File: src/rtl/u2u8_pkg.sv
// Shared types, constants and the UTF-8 encoding function of the UTF-16 to UTF-8 transcoder.
package u2u8_pkg;

	localparam int CP_W = 21;
	localparam int QUEUE_DEPTH = 4;

	localparam logic [CP_W-1:0] CP_MAX      = 21'h10FFFF;
	localparam logic [CP_W-1:0] CP_REPLACE  = 21'h00FFFD;
	localparam logic [CP_W-1:0] CP_SUPP_BASE = 21'h010000;

	localparam logic [15:0] HIGH_FIRST = 16'hD800;
	localparam logic [15:0] HIGH_LAST  = 16'hDBFF;
	localparam logic [15:0] LOW_FIRST  = 16'hDC00;
	localparam logic [15:0] LOW_LAST   = 16'hDFFF;

	localparam logic [CP_W-1:0] LIM_1BYTE = 21'h00007F;
	localparam logic [CP_W-1:0] LIM_2BYTE = 21'h0007FF;
	localparam logic [CP_W-1:0] LIM_3BYTE = 21'h00FFFF;

	localparam logic [2:0] CNT_ONE   = 3'd1;
	localparam logic [2:0] CNT_TWO   = 3'd2;
	localparam logic [2:0] CNT_THREE = 3'd3;
	localparam logic [2:0] CNT_FOUR  = 3'd4;

	// One queued request: a code point, optionally preceded by a replacement.
	typedef struct packed {
		logic            rep_first;
		logic [CP_W-1:0] cp;
	} entry_t;

	typedef struct packed {
		logic   push;
		entry_t entry;
	} push_t;

	typedef struct packed {
		logic   full;
		logic   head_valid;
		entry_t head;
	} queue_stat_t;

	typedef struct packed {
		logic [7:0] b0;
		logic [7:0] b1;
		logic [7:0] b2;
		logic [7:0] b3;
		logic [2:0] count;
	} utf8_t;

	function automatic utf8_t utf8_encode(input logic [CP_W-1:0] cp);
		utf8_t r;
		r = '0;
		if (cp <= LIM_1BYTE) begin
			r.b0 = {1'b0, cp[6:0]};
			r.count = CNT_ONE;
		end else if (cp <= LIM_2BYTE) begin
			r.b0 = {3'b110, cp[10:6]};
			r.b1 = {2'b10, cp[5:0]};
			r.count = CNT_TWO;
		end else if (cp <= LIM_3BYTE) begin
			r.b0 = {4'b1110, cp[15:12]};
			r.b1 = {2'b10, cp[11:6]};
			r.b2 = {2'b10, cp[5:0]};
			r.count = CNT_THREE;
		end else begin
			r.b0 = {5'b11110, cp[20:18]};
			r.b1 = {2'b10, cp[17:12]};
			r.b2 = {2'b10, cp[11:6]};
			r.b3 = {2'b10, cp[5:0]};
			r.count = CNT_FOUR;
		end
		return r;
	endfunction

endpackage

File: src/rtl/u2u8_front.sv
// Front end: accepts requests, pairs surrogates and queues code points.
module u2u8_front (
	input  logic                  clk,
	input  logic                  arst_n,
	input  logic                  in_valid,
	output logic                  in_ready,
	input  logic                  req_type,
	input  logic [31:0]           code_value,
	input  u2u8_pkg::queue_stat_t qstat,
	output u2u8_pkg::push_t       push
);
	import u2u8_pkg::*;

	logic        pend_valid_q;
	logic [9:0]  pend_bits_q;
	logic        accept;
	logic [15:0] unit;
	logic        is_high;
	logic        is_low;
	logic        cp_bad;
	logic [CP_W-1:0] cp_item;
	logic [CP_W-1:0] cp_pair;

	assign in_ready = !qstat.full;
	assign accept   = in_valid && in_ready;
	assign unit     = code_value[15:0];
	assign is_high  = (unit >= HIGH_FIRST) && (unit <= HIGH_LAST);
	assign is_low   = (unit >= LOW_FIRST) && (unit <= LOW_LAST);
	assign cp_bad   = (code_value > {11'd0, CP_MAX}) ||
	                  ((code_value >= {16'd0, HIGH_FIRST}) && (code_value <= {16'd0, LOW_LAST}));
	assign cp_item  = cp_bad ? CP_REPLACE : code_value[CP_W-1:0];
	assign cp_pair  = CP_SUPP_BASE + {1'b0, pend_bits_q, unit[9:0]};

	always_comb begin
		push = '0;
		if (accept) begin
			priority if (req_type) begin
				push.push = 1'b1;
				push.entry.cp = cp_item;
			end else if (is_high) begin
				push.push = pend_valid_q;
				push.entry.cp = CP_REPLACE;
			end else if (is_low) begin
				push.push = 1'b1;
				push.entry.cp = pend_valid_q ? cp_pair : CP_REPLACE;
			end else begin
				push.push = 1'b1;
				push.entry.rep_first = pend_valid_q;
				push.entry.cp = {5'd0, unit};
			end
		end
	end

	always_ff @(posedge clk or negedge arst_n) begin
		if (!arst_n) begin
			pend_valid_q <= 1'b0;
		end else if (accept && !req_type) begin
			pend_valid_q <= is_high;
		end
	end

	always_ff @(posedge clk) begin
		if (accept && !req_type && is_high) begin
			pend_bits_q <= unit[9:0];
		end
	end

	a_high_held: assert property (@(posedge clk) disable iff (!arst_n)
		accept && !req_type && is_high |=> pend_valid_q)
		else $error("high surrogate not held");

endmodule

File: src/rtl/u2u8_queue.sv
// Short FIFO of decoded requests between the front and back ends.
module u2u8_queue #(
	parameter int Depth = u2u8_pkg::QUEUE_DEPTH
) (
	input  logic                  clk,
	input  logic                  arst_n,
	input  u2u8_pkg::push_t       push,
	input  logic                  pop,
	output u2u8_pkg::queue_stat_t qstat
);
	import u2u8_pkg::*;

	localparam int PtrW = (Depth > 1) ? $clog2(Depth) : 1;
	localparam int CntW = $clog2(Depth + 1);

	entry_t          mem_q [Depth];
	logic [PtrW-1:0] wr_ptr_q;
	logic [PtrW-1:0] rd_ptr_q;
	logic [CntW-1:0] cnt_q;
	logic            do_push;
	logic            do_pop;

	assign qstat.full       = (cnt_q == CntW'(Depth));
	assign qstat.head_valid = (cnt_q != '0);
	assign qstat.head       = mem_q[rd_ptr_q];
	assign do_push          = push.push && !qstat.full;
	assign do_pop           = pop && qstat.head_valid;

	function automatic logic [PtrW-1:0] next_ptr(input logic [PtrW-1:0] p);
		return (p == PtrW'(Depth - 1)) ? '0 : p + 1'b1;
	endfunction

	always_ff @(posedge clk or negedge arst_n) begin
		if (!arst_n) begin
			wr_ptr_q <= '0;
			rd_ptr_q <= '0;
			cnt_q    <= '0;
		end else begin
			if (do_push) begin
				wr_ptr_q <= next_ptr(wr_ptr_q);
			end
			if (do_pop) begin
				rd_ptr_q <= next_ptr(rd_ptr_q);
			end
			if (do_push && !do_pop) begin
				cnt_q <= cnt_q + 1'b1;
			end else if (do_pop && !do_push) begin
				cnt_q <= cnt_q - 1'b1;
			end
		end
	end

	always_ff @(posedge clk) begin
		if (do_push) begin
			mem_q[wr_ptr_q] <= push.entry;
		end
	end

	a_cnt_range: assert property (@(posedge clk) disable iff (!arst_n)
		cnt_q <= CntW'(Depth))
		else $error("queue count overflow");

endmodule

File: src/rtl/u2u8_back.sv
// Back end: expands queued requests into results and encodes them as UTF-8.
module u2u8_back (
	input  logic                  clk,
	input  logic                  arst_n,
	input  u2u8_pkg::queue_stat_t qstat,
	output logic                  pop,
	output logic                  out_valid,
	input  logic                  out_ready,
	output logic [7:0]            utf8_byte0,
	output logic [7:0]            utf8_byte1,
	output logic [7:0]            utf8_byte2,
	output logic [7:0]            utf8_byte3,
	output logic [2:0]            byte_count,
	output logic                  last_result
);
	import u2u8_pkg::*;

	logic            out_valid_q;
	logic            phase_q;
	utf8_t           res_q;
	logic            last_q;
	logic            load;
	logic            emit_rep;
	logic [CP_W-1:0] cp_sel;

	assign load     = qstat.head_valid && (!out_valid_q || out_ready);
	assign emit_rep = qstat.head.rep_first && !phase_q;
	assign cp_sel   = emit_rep ? CP_REPLACE : qstat.head.cp;
	assign pop      = load && !emit_rep;

	always_ff @(posedge clk or negedge arst_n) begin
		if (!arst_n) begin
			out_valid_q <= 1'b0;
			phase_q     <= 1'b0;
		end else begin
			if (load) begin
				out_valid_q <= 1'b1;
				phase_q     <= emit_rep;
			end else if (out_ready) begin
				out_valid_q <= 1'b0;
			end
		end
	end

	always_ff @(posedge clk) begin
		if (load) begin
			res_q  <= utf8_encode(cp_sel);
			last_q <= !emit_rep;
		end
	end

	assign out_valid   = out_valid_q;
	assign utf8_byte0  = res_q.b0;
	assign utf8_byte1  = res_q.b1;
	assign utf8_byte2  = res_q.b2;
	assign utf8_byte3  = res_q.b3;
	assign byte_count  = res_q.count;
	assign last_result = last_q;

	a_pair_follows: assert property (@(posedge clk) disable iff (!arst_n)
		out_valid_q && !last_q && out_ready |=> out_valid_q && last_q)
		else $error("second result of a pair missing");

	a_phase_head: assert property (@(posedge clk) disable iff (!arst_n)
		phase_q |-> qstat.head_valid && qstat.head.rep_first)
		else $error("pair phase without its queue entry");

	a_count_range: assert property (@(posedge clk) disable iff (!arst_n)
		out_valid_q |-> (byte_count == CNT_ONE) || (byte_count == CNT_TWO) ||
		                (byte_count == CNT_THREE) || (byte_count == CNT_FOUR))
		else $error("byte count out of range");

endmodule

File: src/rtl/utf16_to_utf8_transcoder.sv
// Top level of the UTF-16 to UTF-8 transcoder.
// Accepts one request per cycle while its queue is not full: a UTF-16 code unit or a whole
// code point. High surrogates are held and paired with the following low surrogate; unpaired
// or invalid material becomes U+FFFD. Each result is one UTF-8 sequence of 1 to 4 bytes with
// its byte count; last_result marks the final result of a request. A non-surrogate code unit
// that follows an unpaired high surrogate yields two results, and a lone high surrogate
// yields none. A request's results are registered in the queue and then in the back end's
// output register. A QueueDepth-entry queue between the decode front end and the encode back
// end absorbs output stalls; input is refused only while that queue is full.
module utf16_to_utf8_transcoder #(
	parameter int QueueDepth = u2u8_pkg::QUEUE_DEPTH
) (
	input  logic        clk,
	input  logic        arst_n,
	input  logic        in_valid,
	output logic        in_ready,
	input  logic        req_type,
	input  logic [31:0] code_value,
	output logic        out_valid,
	input  logic        out_ready,
	output logic [7:0]  utf8_byte0,
	output logic [7:0]  utf8_byte1,
	output logic [7:0]  utf8_byte2,
	output logic [7:0]  utf8_byte3,
	output logic [2:0]  byte_count,
	output logic        last_result
);
	import u2u8_pkg::*;

	push_t       push;
	queue_stat_t qstat;
	logic        pop;

	u2u8_front u_front (
		.clk        (clk),
		.arst_n     (arst_n),
		.in_valid   (in_valid),
		.in_ready   (in_ready),
		.req_type   (req_type),
		.code_value (code_value),
		.qstat      (qstat),
		.push       (push)
	);

	u2u8_queue #(
		.Depth (QueueDepth)
	) u_queue (
		.clk    (clk),
		.arst_n (arst_n),
		.push   (push),
		.pop    (pop),
		.qstat  (qstat)
	);

	u2u8_back u_back (
		.clk         (clk),
		.arst_n      (arst_n),
		.qstat       (qstat),
		.pop         (pop),
		.out_valid   (out_valid),
		.out_ready   (out_ready),
		.utf8_byte0  (utf8_byte0),
		.utf8_byte1  (utf8_byte1),
		.utf8_byte2  (utf8_byte2),
		.utf8_byte3  (utf8_byte3),
		.byte_count  (byte_count),
		.last_result (last_result)
	);

endmodule
File: config.mk
export PLATFORM = sky130hd
export DESIGN_NAME = utf16_to_utf8_transcoder
export DESIGN_NICKNAME = d
export VERILOG_FILES = /design/src/rtl/u2u8_pkg.sv /design/src/rtl/u2u8_front.sv /design/src/rtl/u2u8_queue.sv /design/src/rtl/u2u8_back.sv /design/src/rtl/utf16_to_utf8_transcoder.sv
export SDC_FILE = /design/constraint.sdc
export NUM_CORES = 1
export LEC_CHECK = 0
export ABC_AREA = 1
export BUFFER_PORTS_ARGS = -buffer_cell sky130_fd_sc_hd__buf_2
export CAP_MARGIN = 25
export CORE_UTILIZATION = 35
export CTS_CLUSTER_SIZE = 25
export DETAILED_ROUTE_END_ITERATION = 16
export HOLD_SLACK_MARGIN = 0.08
export PLACE_DENSITY = 0.52
export SETUP_SLACK_MARGIN = 0.5
export SYNTH_ARGS = -nofsm -noshare
export SYNTH_HDL_FRONTEND = slang
export SYNTH_HIERARCHICAL = 1
export SYNTH_SLANG_ARGS = --single-unit
File: constraint.sdc
create_clock -name clk -period 2.5 [get_ports clk]
set_input_delay 0 -clock clk [delete_from_list [all_inputs] [get_ports clk]]
set_output_delay 0 -clock clk [all_outputs]
set_load 0.02 [all_outputs]
### Word-level counts from Yosys, hierarchy flattened

Memories as Yosys holds them, arrays and structs flattened.
Cells that the tools add are included.

| storage, ports and cells | value |
|---|---|
| flip-flop bits (word level) | 56 |
| bits in writable memories | 88 |
| bits of input ports | 37 |
| output and inout port bits | 38 |
| word-level logic and storage cells | 89 |
| memories kept | 1 |

| cells by class | value |
|---|---|
| add/sub/neg operators | 5 |
| $lt $le $gt $ge | 10 |
| eq/ne operators | 3 |
| mux-type cells | 26 |
| reduce and logical (&&, ||, !) cells | 27 |

Memory list:

| name | words | bits a word | read ports | clocked after Yosys merged registers in | wr ports | line | RTL |
|---|---|---|---|---|---|---|---|
| u_queue.mem_q | 4 | 22 | 1 | 0 | 1 | u2u8_queue.sv:16 | `entry_t mem_q [Depth];` |

Operators with widths:

| operator | number |
|---|---|
| $mux 21 | 7 |
| $ge 16x16->1 const B | 2 |
| $ge 32x16->1 const B | 1 |
| $gt 32x21->1 const B | 1 |
| $le 16x16->1 const B | 2 |
| $le 32x16->1 const B | 1 |
| $mux 23 | 1 |
| $add 17x20->21 const A | 1 |
| $le 21x11->1 const B | 1 |
| $le 21x16->1 const B | 1 |
| $le 21x7->1 const B | 1 |
| $mux 14 | 1 |
| $logic_and 1x1->1 | 13 |
| $mux 1 | 9 |
| $mux 3 | 3 |
| $mux 8 | 1 |
| $logic_not 1->1 | 7 |
| $mux 7 | 1 |
| $mux 2 | 3 |
| $add 2x1->2 const B | 2 |
| $eq 2x2->1 const B | 2 |
| $reduce_bool 2->1 | 2 |
| $add 3x1->3 const B | 1 |
| $eq 3x3->1 const B | 1 |
| 5 further kinds | 6 |

### Logic depth before layout (Yosys ltp)

| logic depth | value |
|---|---|
| depth in word-level cells | 11 |
| mapped depth | 18 |
| mapped depth without buffers | 18 |

### Modules after synthesis

The synthesis kept the hierarchy.

By module, submodules not included:

| module | times used | cells each | area each (um^2) | sequential area each (um^2) |
|---|---|---|---|---|
| u2u8_queue | 1 | 316 | 4067.7 | 2817.7 |
| u2u8_back | 1 | 187 | 1784.2 | 980.9 |
| u2u8_front | 1 | 149 | 1009.7 | 325.3 |

### Worst setup path before layout

Ideal clock, no wire load.

| path | value |
|---|---|
| path type | reg-to-reg |
| start point | register u_queue.cnt_q[0] |
| end point | memory u_queue/mem_q[3][0] (netlist name), enable pin |
| library setup time | 401 ps |
| data arrival time | 2288 ps |
| required time | 2099 ps |
| path slack | -189 ps |
| stages on the path, launching flop included | 11 |
| buffers on the path | 0 |
| clock period less this slack | 2689 ps |
| cell sequence | dfrtp_1 > inv_1 > nand3_1 > inv_1 > inv_1 > nand2_1 > inv_1 > o31ai_1 > inv_1 > nand2_1 > nor2_1 |

RTL lines:

| element | line | RTL |
|---|---|---|
| from (decl) | u2u8_queue.sv:19 | `logic [CntW-1:0] cnt_q;` |
| from (signal assigned) | u2u8_queue.sv:46 | `cnt_q <= cnt_q + 1'b1;` |
| from (signal assigned) | u2u8_queue.sv:48 | `cnt_q <= cnt_q - 1'b1;` |
| to (decl) | u2u8_queue.sv:16 |  |

==> summary.txt <==
STA
  • Clk_skew: just under 0.008 ns
  • Tightest Pin Transition: ~0.52 ns
  • Hold slack: roughly 0.12 ns
  • Upper clock frequency limit: roughly 450 MHz
  • Setup violators final: 0
  • Final Hold Violating Endpoints: 0
  • RSZ-0062 raised after global routing: yes
  • Pins over their slew limit: 0
  • Fin crit period: 2.21 ns
  • Final worst slack: 0.289 ns
  • Sum Neg Setup Slack: 0 ns
  • Final worst-path cycle share: 0.884
  • Rel. slew slack: 0.649

Place
  • Final RePlAce weighted congestion: roughly 0.91
  • Dpl ws: ~0.15 ns
  • # port buffers: 71
  • Post-Place Cell Area: around 7600 µm²
  • Post-DP HPWL: 10700 µm

Synthesis
  • Synth Area in Adders: 0.0157
  • Synthesis Warnings: 6
  • Cell Area, Synth: around 7000 µm²
  • XOR/XNOR Fraction of Synth Area: 0.00383
  • Synth Area in Compound Gates: 0.106
  • Top cells by area in the synthesized netlist: edfxtp_1 (56%), nand2_1 (8.3%), inv_1 (5.3%)
  • Post-synth EDFFs: ~130
  • Ys async rst share: 0.0719
  • Synth Instances: ~650
  • Mux cell area share after synthesis: 0
  • Yosys reg bits: about 140
  • Yosys top cell area share: 0.565
  • Yosys top cell by area: edfxtp_1
  • Main combinational cell family by area after synthesis: simple AND/OR/NAND/NOR gates
  • Number of distinct library cells after synthesis: 40
  • Most used DFF post-synth: edfxtp_1
  • Sequential area share after synthesis: 0.601
  • Simple-Gate Fraction of Synth Area: 0.179
  • Syn avg cell area: approximately 11 µm²

Setup path
  • Critical Path AT: 2.46 ns
  • Reg-to-Reg Start: u_queue/rd_ptr_q[0]$_DFFE_PN0P_
  • CP bufs+invs: 3
  • Crit-path max FO: 8
  • Critical Path RT: between 2 and 3 ns
  • Slowest CP cell: dfrtp_4
  • Critical path startpoint category: flop
  • Crit path launch: u_queue/rd_ptr_q[0]$_DFFE_PN0P_
  • Worst setup EP type: flop
  • Kind of critical path: flop to flop
  • Crit path max-delay family: compound AO/OA/AOI/OAI gates
  • Critical Path, Cell by Cell: buf_6, buf_6, o211ai_2, nand2_2, o21ai_4, nand3_4, nor2_4, buf_4, nand2_1, a21oi_1
  • CP dominant cell by count: buf_6
  • Max stage delay on crit path: around 0.53 ns

Floorplanning
  • Full die area: 20200 µm²
  • Die width: roughly 140 µm
  • Die height: around 140 µm
  • Initial core utilization: 0.362
  • CORE AREA: about 19000 µm²
  • I/O pins: 75
  • Row count: 50

Finish
  • Synthesis-to-finish area growth: 27.9%
  • Design Area, Final: around 8800 µm²
  • Area of the multi-input gates: roughly 2300 µm²
  • Final-layout fill cell count: ~1800
  • Diode count: 0
  • Layout cells sized above 1: 0.303
  • Reg area: 4130 µm²
  • Nets: about 830

Hold path
  • Hold path startpoint: in_valid
  • Hold Path Class: input pin to flop

Power and ir drop
  • Clk network pwr share: 0.208
  • Internal power: between 0.007 and 0.008 W
  • Net switching power: 0.00470 W
  • Max rail drop VDD: 0.607 mV
  • Sw Ratio: 0.394
  • Pwr/cell area: 1360 nW/µm²
  • Seq pwr share: 0.308
  • P_leak: approximately 3.7 nW
  • Combinational Power Share: 0.484

CTS
  • TritonCTS clock tree: done
  • Clk sinks: around 140
  • Root Buffer: clkbuf_16
  • Clock Latency Late Sink: 0.42 ns
  • TritonCTS buffer count: 17
  • H-tree depth: 4
  • Max clock buf depth: 2
  • CTS clock-pin slew for the worst setup and hold paths: 0.06 ns

Route
  • Wirelength per Cell: about 15 µm
  • Final ANT Viol Nets: 0
  • Total Wirelength: 15500 µm
  • DR DRC count: 0
  • Number of DRC markers in iteration 0: approximately 290
  • Via Count: ~5000
  • Drt pass-1 iters: 5
  • Vias/cell: about 4.7

Outcome
  • Run status: finished, final reports clean

Flow run
  • Max_cap viols: 0

Global route
  • Overall Global Routing Usage: 0.165
  • Largest net degree at the start of global routing: 35
  • First-pass GRT wire length: between 20000 and 30000 µm
  • Total gr overflow: 0
  • Initial antenna violation count: 0
  • Vias in the first global route: ~5000
synthesized netlist by cell type (3+ instances only):
master / instances
o21ai_0: 15
o211ai_2: 15
buf_6: 15
inv_1: 97
ha_1: 7
or2_2: 7
nand4_1: 9
o211ai_1: 29
nor3_1: 3
a21oi_1: 28
buf_4: 9
a22oi_1: 3
nor2_1: 51
edfxtp_1: 129
nand2_4: 5
nand3_1: 25
nand2_1: 151
inv_2: 3
a31oi_1: 3
nand2_2: 6
dfrtp_1: 10
nor2_4: 3
nor2_2: 5
per-stage QoR:
step | total power [W] | std cells | util
global placement | 0.00839 | 983 | 0.403
detailed placement | 0.00848 | 983 | 0.403
finish | 0.0119 | 1056 | 0.463
global route | 0.0126 | 1056 | 0.463
floorplan | 0.00723 | 654 | -
CTS | 0.0119 | 1056 | 0.461
repair_timing:
item	in CTS	in global routing
buffers inserted	22	0
cloned	3	0
setup endpoints to repair	124	36
endpoints found under the hold margin	31	0
pin swaps	4	1
hold buffers	16	0
gates resized for setup	36	7
placed cells by master, fill, tap and decap left out, types with 3 or more instances in the layout:
master / synthesis / final
nand2_1: 151 / 145
edfxtp_1: 129 / 129
inv_1: 97 / 88
buf_2: 2 / 71
nor2_1: 51 / 46
buf_4: 9 / 33
o211ai_1: 29 / 29
nand3_1: 25 / 23
a21oi_1: 28 / 22
clkbuf_16: 0 / 17
dlygate4sd3_1: 0 / 16
o211ai_2: 15 / 15
o21ai_0: 15 / 14
nor2_4: 3 / 11
inv_2: 3 / 11
nand2_2: 6 / 10
buf_6: 15 / 9
nand4_1: 9 / 9
dfrtp_1: 10 / 9
buf_12: 0 / 7
nand2_4: 5 / 7
or2_2: 7 / 7
a21oi_2: 2 / 7
inv_6: 0 / 6
ha_1: 7 / 6
clkinvlp_4: 0 / 4
nor2_2: 5 / 3
conb_1: 1 / 3
a22oi_1: 3 / 3
cells by family after synthesis:
logic type,after synthesis
compound gates,101
xor+xnor,3
fa+ha+maj,8
buf+inv,129
flops,139
other cells,1
simple gates,271
registers in the layout, summed over array words and instances (netlist names):
name and flops:
u_front/pend_bits_q 10, u_back/byte_count 2, u_back/utf8_byte0 8, u_back/utf8_byte2 7
u_back/phase_q 1, u_queue/cnt_q 3, u_back/utf8_byte3 7, u_back/out_valid 1
u_back/utf8_byte1 6, u_back/last_result 1, u_queue/rd_ptr_q 2, u_front/pend_valid_q 1
u_queue/wr_ptr_q 2, u_queue/mem_q 88
layer usage:
metal	track usage	routed length (µm)	vias to the layer above	part of all wire
li1	-	-	2457	-
met1	0.205	7030	2338	0.45
met2	0.268	7330	159	0.47
met3	0.0387	707	33	0.046
met4	0.0832	463	0	0.030
met5	0	0	-	0
path summary, 6_finish.rpt:
kind | endpoint | slack (ns) | cells after the start
max in group asynchronous | u_queue/rd_ptr_q[0]$_DFFE_PN0P_ | 1.49 | 3
max reg2reg | u_back/utf8_byte1[4]$_SDFFCE_PP0P_ | 0.29 | 10
min | u_queue/wr_ptr_q[0]$_DFFE_PN0P_ | 0.12 | 7
min in group asynchronous | u_queue/cnt_q[0]$_DFFE_PN0P_ | 0.62 | 3
max | u_back/utf8_byte1[4]$_SDFFCE_PP0P_ | 0.29 | 10
min reg2reg | u_back/out_valid$_DFFE_PN0P_ | 0.50 | 2
final cells by class:
class | count | area share
inverters | 100 | 0.0431
repair buffers | 138 | 0.121
well taps | 260 | 0.0371
clock buffers | 17 | 0.0485
clock inverters | 15 | 0.0185
multi-input cells | 387 | 0.262
flip-flops and latches | 139 | 0.470
worst min-delay path: cells and delay by family:
| kind | cells | cell delay [ns] |
|---|---|---|
| AND/OR/NAND/NOR | 3 | 0.22 |
| buffers and inverters | 3 | 0.21 |
| AO/OA/AOI/OAI | 1 | 0.07 |
power groups by stage:
stage | Combinational [W] | Sequential (W) | Clock (W)
6_report | 0.00576 | 0.00367 | 0.00248
5_1_grt | 0.00628 | 0.00374 | 0.00262
4_1_cts | 0.00570 | 0.00368 | 0.00254
3_5_place_dp | 0.00472 | 0.00376 | 0
3_3_place_gp | 0.00464 | 0.00375 | 0
2_1_floorplan | 0.00323 | 0.00400 | 0
Note: power is estimated with default switching activity, not from simulation.
